### src/rtl/core/bilinear_image_resize_defines.svh
// ----------------------------------------------------------------------------
// bilinear_image_resize_defines
// Assertion macros shared by the bilinear image resize RTL.
// ----------------------------------------------------------------------------
`ifndef BILINEAR_IMAGE_RESIZE_DEFINES_SVH
`define BILINEAR_IMAGE_RESIZE_DEFINES_SVH

`ifndef NO_ASSERTIONS

// same-cycle implication, sampled on clk, off while arst_n is low
`define BIR_ASSERT_NOW(label, ante, cons) \
	label: assert property (@(posedge clk) disable iff (!arst_n) (ante) |-> (cons)) \
		else $error("bilinear_image_resize: assertion failed");

// next-cycle implication, sampled on clk, off while arst_n is low
`define BIR_ASSERT_NEXT(label, ante, cons) \
	label: assert property (@(posedge clk) disable iff (!arst_n) (ante) |=> (cons)) \
		else $error("bilinear_image_resize: assertion failed");

`else

`define BIR_ASSERT_NOW(label, ante, cons)
`define BIR_ASSERT_NEXT(label, ante, cons)

`endif

`endif

### src/rtl/core/bir_pkg.sv
// ----------------------------------------------------------------------------
// bir_pkg
// Shared types, constants and register codes of the bilinear image resize.
// ----------------------------------------------------------------------------
package bir_pkg;

	// default geometry of the sample store
	localparam int DEF_MAX_WIDTH  = 256;
	localparam int DEF_MAX_HEIGHT = 256;
	localparam int DEF_CHANNELS   = 3;

	// field widths
	localparam int SIZE_W    = 9;
	localparam int STEP_W    = 24;
	localparam int SAMPLE_W  = 8;
	localparam int POS_W     = 8;
	localparam int CH_W      = 2;
	localparam int PIX_W     = 16;
	localparam int FRAC_W    = 16;
	localparam int CFG_IDX_W = 3;

	// item kinds
	localparam logic KIND_LOAD    = 1'b0;
	localparam logic KIND_REQUEST = 1'b1;

	// configuration register indexes
	typedef enum logic [CFG_IDX_W-1:0] {
		CFG_SRC_WIDTH  = 3'd0,
		CFG_SRC_HEIGHT = 3'd1,
		CFG_DST_WIDTH  = 3'd2,
		CFG_DST_HEIGHT = 3'd3,
		CFG_X_STEP     = 3'd4,
		CFG_Y_STEP     = 3'd5
	} cfg_idx_t;

	// controller states
	typedef enum logic [2:0] {
		ST_IDLE,
		ST_INDEX,
		ST_RD_A,
		ST_RD_B,
		ST_RD_C,
		ST_RD_D,
		ST_HORZ,
		ST_VERT
	} bir_state_t;

	// which neighbor the sample store reads
	typedef enum logic [1:0] {
		RD_R0C0,
		RD_R0C1,
		RD_R1C0,
		RD_R1C1
	} rd_sel_t;

	// controller to datapath
	typedef struct packed {
		logic    take_item;
		logic    calc_index;
		rd_sel_t rd_sel;
		logic    cap_sample;
		logic    calc_h0;
		logic    calc_h1;
		logic    load_out;
	} bir_cmd_t;

	// datapath to controller
	typedef struct packed {
		logic is_request;
		logic req_err;
	} bir_status_t;

endpackage

### src/rtl/core/bir_ctrl.sv
// ----------------------------------------------------------------------------
// bir_ctrl
// Sequencer of the bilinear image resize: one item at a time, output register
// valid flag.
// ----------------------------------------------------------------------------
module bir_ctrl import bir_pkg::*; (
	input  logic        clk,
	input  logic        arst_n,
	input  logic        in_valid,
	output logic        in_stall,
	output logic        out_valid,
	input  logic        out_stall,
	input  bir_status_t status,
	output bir_cmd_t    cmd
);

	bir_state_t state_q, state_d;
	logic       out_valid_q;
	logic       out_free;

	assign out_free  = !out_valid_q || !out_stall;
	assign in_stall  = (state_q != ST_IDLE);
	assign out_valid = out_valid_q;

	// state register
	always_ff @(posedge clk or negedge arst_n) begin
		if (!arst_n) begin
			state_q <= ST_IDLE;
		end else begin
			state_q <= state_d;
		end
	end

	// next state and commands
	always_comb begin
		state_d        = state_q;
		cmd            = '0;
		cmd.rd_sel     = RD_R0C0;
		unique case (state_q)
			ST_IDLE: begin
				if (in_valid) begin
					cmd.take_item = 1'b1;
					if (status.is_request) begin
						state_d = ST_INDEX;
					end
				end
			end
			ST_INDEX: begin
				cmd.calc_index = 1'b1;
				state_d = status.req_err ? ST_VERT : ST_RD_A;
			end
			ST_RD_A: begin
				cmd.rd_sel = RD_R0C0;
				state_d = ST_RD_B;
			end
			ST_RD_B: begin
				cmd.rd_sel     = RD_R0C1;
				cmd.cap_sample = 1'b1;
				state_d = ST_RD_C;
			end
			ST_RD_C: begin
				cmd.rd_sel  = RD_R1C0;
				cmd.calc_h0 = 1'b1;
				state_d = ST_RD_D;
			end
			ST_RD_D: begin
				cmd.rd_sel     = RD_R1C1;
				cmd.cap_sample = 1'b1;
				state_d = ST_HORZ;
			end
			ST_HORZ: begin
				cmd.calc_h1 = 1'b1;
				state_d = ST_VERT;
			end
			ST_VERT: begin
				if (out_free) begin
					cmd.load_out = 1'b1;
					state_d = ST_IDLE;
				end
			end
			default: begin
				state_d = ST_IDLE;
			end
		endcase
	end

	// output register valid flag
	always_ff @(posedge clk or negedge arst_n) begin
		if (!arst_n) begin
			out_valid_q <= 1'b0;
		end else if (cmd.load_out) begin
			out_valid_q <= 1'b1;
		end else if (!out_stall) begin
			out_valid_q <= 1'b0;
		end
	end

endmodule

### config.mk
export PLATFORM = sky130hd
export DESIGN_NAME = bir_ctrl
export DESIGN_NICKNAME = d
export VERILOG_FILES = /design/src/rtl/core/bilinear_image_resize_defines.svh /design/src/rtl/core/bir_pkg.sv /design/src/rtl/core/bir_ctrl.sv
export SDC_FILE = /design/constraint.sdc
export NUM_CORES = 1
export LEC_CHECK = 0
export ABC_AREA = 1
export BUFFER_PORTS_ARGS = -buffer_cell sky130_fd_sc_hd__buf_2
export CAP_MARGIN = 10
export CORE_AREA = 2 2 39 41
export CTS_CLUSTER_SIZE = 10
export DETAILED_ROUTE_END_ITERATION = 7
export DIE_AREA = 0 0 41 43
export GPL_TIMING_DRIVEN = 1
export PLACE_DENSITY = 0.49
export SLEW_MARGIN = 25
export SYNTH_ARGS = -nofsm -noshare
export SYNTH_HDL_FRONTEND = slang
export SYNTH_SLANG_ARGS = --single-unit
### constraint.sdc
create_clock -name clk -period 1.2 [get_ports clk]
set_input_delay 0.24 -clock clk [delete_from_list [all_inputs] [get_ports clk]]
set_output_delay 0.24 -clock clk [all_outputs]
set_load 0.1 [all_outputs]
Yosys cells after proc, flatten, opt, wreduce, memory -nomap -nowiden
Cells that the tools add are included.
{"block": "totals", "register_bits": 4, "inputBits": 6, "out_inout_bits": 10, "wordCells": 36}
{"block": "classes", "eq_ne": 11, "n_mux": 16, "n_reduce_logical": 7}
{"operator": "3-bit case mux with 8 select lines", "count": 1}
{"operator": "3-bit == test, second input constant", "count": 4}
{"operator": "3-bit two-way mux", "count": 4}
{"operator": "1-bit two-way mux", "count": 10}
{"operator": "3-bit by 2-bit == test with 1-bit output, second input constant", "count": 2}
{"operator": "2-bit != test, second input constant", "count": 3}
{"operator": "2-bit case mux with 3 select lines", "count": 1}
{"operator": "3-bit by 1-bit == test with 1-bit output, second input constant", "count": 1}
{"operator": "3-bit logical NOT", "count": 1}
{"operator": "3-bit AND reduction", "count": 1}
{"operator": "3-bit nonzero test", "count": 1}
{"operator": "1-bit logical NOT", "count": 2}
{"operator": "2-bit by 1-bit != test with 1-bit output, second input constant", "count": 1}
{"operator": "2-bit OR reduction", "count": 1}
{"operator": "1-bit logical OR", "count": 1}

Depth between registers and ports, before layout
{"block": "logic_depth", "ltp_word": 5, "ltp_mapped": 5, "depth_no_buf": 5}

Least setup slack after synthesis
OpenSTA, ideal clock, no wires.
{"block": "synth_timing", "path_type": "reg-to-output", "start": "reg state_q[1]", "end": "out cmd[7] (netlist name)", "t_arrival_ns": 2.798, "required_time_ns": 0.960, "slack_ns": -1.838, "path_stages_with_launch": 4, "path_buffers": 0, "cell_sequence": "dfrtp_1 > nor2_1 > nand2_1 > nor2_1"}
{"item": "start, declared", "line_no": "bir_ctrl.sv:17", "text": "bir_state_t state_q, state_d;"}
{"item": "start signal, assigned", "line_no": "bir_ctrl.sv:30", "text": "state_q <= state_d;"}
{"item": "end, declared", "line_no": "bir_ctrl.sv:14", "text": "output bir_cmd_t cmd"}

==> impl_metrics.json <==
{
  "worst_ep_required_time_ns": 0.96,
  "critical_path.most_common_cell": "sky130_fd_sc_hd__nor2_4",
  "filler_instances": 132,
  "clk_pin_slew_ns": 0.03,
  "critPathLaunchType": "flop",
  "grt_max_degree": 6,
  "initial_antenna_violation_count": 0,
  "postSynthRegisterBits": 4,
  "route.antenna.remaining_nets": 0,
  "hp-class": "in2reg",
  "timing.hold.worst.start": "out_stall",
  "critPathMaxStageDelay_ns": 0.45,
  "route.vias.total": 316,
  "core.rowCount": 14,
  "maxSlewHeadroom": 0.866,
  "worst_path_max_delay_cell": "sky130_fd_sc_hd__dfrtp_2",
  "maxSlewViolCount": 0,
  "nets_final": 72,
  "die-area_mm2": 0.00176,
  "period_minus_slack_ns": 1.48,
  "synth_enable_flop_cells": 0,
  "syn_area_per_cell_um2": 6.42,
  "async_reset_ff_frac": 1.00,
  "drv_cap": 0,
  "cts.root.buffer_cell": "sky130_fd_sc_hd__clkbuf_4",
  "timing_worst_setup_path_type": "reg2out",
  "syn_inst": 38,
  "globalRouteTotalUtil": 0.112,
  "design.core.area_mm2": 0.00138,
  "final-hold-violation-count": 0,
  "gp_routability_congestion": 0.684,
  "whs_path_depth": 3,
  "syn_nets": 44,
  "min_to": "out_valid$_DFFE_PN0P_",
  "buffer_ports.inserted": 15,
  "max_slew.worst_pin.slew_ns": 0.201,
  "crit-reg2reg-capture": "state_q[0]$_DFFE_PN0P_",
  "crit_end_element": "output pin",
  "diodes": 0,
  "finalWorstSetupSlack_ns": -0.280,
  "detail_route.wl_per_cell_um": 9.55,
  "rsz0062_at_grt": "true",
  "synth_top_cell_by_area": "sky130_fd_sc_hd__dfrtp_1",
  "drtPass1Iterations": 3,
  "drt-total-wl_um": 764,
  "timing.fmax_ghz": 0.676,
  "synth_sequential_area_ratio": 0.410,
  "area_growth_syn_to_layout_pct": 185,
  "final.setup_skew_ns": 0.00103,
  "setup_slack_after_placement_ns": -0.0830,
  "drt-initial-drc-count": 2,
  "r2r.worst_path.cells": 6,
  "cp_cell_sequence": "nor2_4 -> buf_6 -> nor2_4 -> buf_12",
  "yosys.cell_types.count": 10,
  "die-height_um": 43,
  "reg2reg_from": "state_q[2]$_DFFE_PN0P_",
  "grt_overflow_total": 0,
  "period_share": 1.23,
  "first_global_vias": 342,
  "synth_top_cells_by_area": "sky130_fd_sc_hd__dfrtp_1 41%, sky130_fd_sc_hd__nand2_1 25%, sky130_fd_sc_hd__nor2_1 11%",
  "wire_length_of_the_first_global_routing_pass_um": 1320,
  "clk_latency_ns": 0.23,
  "h_tree_level_count": 1,
  "drive_gt1_frac": 0.688,
  "yosys.cell_count.top_type": "sky130_fd_sc_hd__nand2_1",
  "drc": 0,
  "cp_arrival_ns": 1.24,
  "clock_sinks": 4,
  "tritoncts": "done",
  "r2r_setup_slack_ns": 0.01,
  "cts_made_buffers": 3,
  "yosysTopAreaCellShare": 0.410,
  "outcome": "complete, but fails checks",
  "synthesis.area_um2": 244,
  "crit_path_max_fanout": 4,
  "die_w_um": 41,
  "vias_per_cell": 3.95,
  "ys.flop_type": "sky130_fd_sc_hd__dfrtp_1",
  "hpwlAfterDp_um": 655,
  "setup_viol_count_final": 9,
  "io_pins": 16,
  "synth.top_cells.by_count": "16 x sky130_fd_sc_hd__nand2_1, 7 x sky130_fd_sc_hd__nor2_1, 4 x sky130_fd_sc_hd__dfrtp_1, 4 x sky130_fd_sc_hd__inv_1, 2 x sky130_fd_sc_hd__nand3_1",
  "initial_utilization": 0.176,
  "synth_warnings": 0,
  "max-clock-path-buffers": 2,
  "violations": "setup timing"
}
sequential cells by signal, indices dropped and copies added (netlist names):
name       count
state_q        3
out_valid      1
placed cells by master (no fill, tap or decap), types with 3 or more instances in the layout:
master                     instances
sky130_fd_sc_hd__buf_6             5
sky130_fd_sc_hd__buf_12            9
sky130_fd_sc_hd__dfrtp_2           3
sky130_fd_sc_hd__nand2_1          14
sky130_fd_sc_hd__buf_2             5
sky130_fd_sc_hd__nor2_4            6
sky130_fd_sc_hd__buf_4             3
sky130_fd_sc_hd__inv_1             3
sky130_fd_sc_hd__clkbuf_4          3
cell type report:
cell class	count	area [µm²]	area share
clock buffer	3	22.5	0.0324
inverter	4	17.5	0.0252
sequential	4	108	0.155
multi-input combinational	30	233	0.335
timing repair buffer	23	294	0.423
tap	16	20.0	0.0288
per-layer routing:
layer,GRT usage,wire length (µm),vias up
met5,0,0,-
met1,0.130,273,140
li1,-,-,168
met2,0.175,455,6
met4,0.100,19,0
met3,0,16,2
worst max-delay path, delay by kind of cell, from the launching register on:
kind / cells / cell delay, ns
buffers and inverters: 2 / 0.32
AND/OR/NAND/NOR: 2 / 0.25
flip-flops: 1 / 0.45
worst max path at each step:
stage / start / endpoint / slack (ns)
4_1_cts: state_q[0]$_DFFE_PN0P_ / cmd[0] / -0.29
3_5_place_dp: state_q[0]$_DFFE_PN0P_ / cmd[2] / -0.08
6_report: state_q[2]$_DFFE_PN0P_ / cmd[3] / -0.28
2_1_floorplan: state_q[1]$_DFFE_PN0P_ / cmd[7] / -0.50
3_3_place_gp: state_q[0]$_DFFE_PN0P_ / cmd[2] / -0.07
5_1_grt: state_q[2]$_DFFE_PN0P_ / cmd[7] / -0.32
through the flow:
step	util	TNS (ns)	hold WS, ns	instance area (µm²)	cells
2_1_floorplan	-	-2.44	-0.0556	340	38
3_3_place_gp	0.439	-0.312	0.0462	608	74
3_5_place_dp	0.439	-0.386	0.0502	608	74
4_1_cts	0.483	-2.36	0.294	668	79
5_1_grt	0.502	-2.75	0.328	694	80
6_report	0.502	-2.29	0.298	694	80
timing repair:
item / CTS / global route
setup endpoints to repair: 9 / 10
endpoints found under the hold margin: 4 / 0
setup buffers: 1 / 1
hold buffers: 1 / 0
pin swaps: 4 / 3
cloned: 0 / 0
resized for setup: 6 / 4
cell families after synthesis:
family                 synth area share
AO/OA/AOI/OAI                    0.0205
AND/OR/NAND/NOR                   0.508
flip-flops                        0.410
buffers and inverters            0.0615
Power is left out: the tool's default activity adds up to more than one toggle a clock period on the data nets, which glitch-free logic cannot reach.
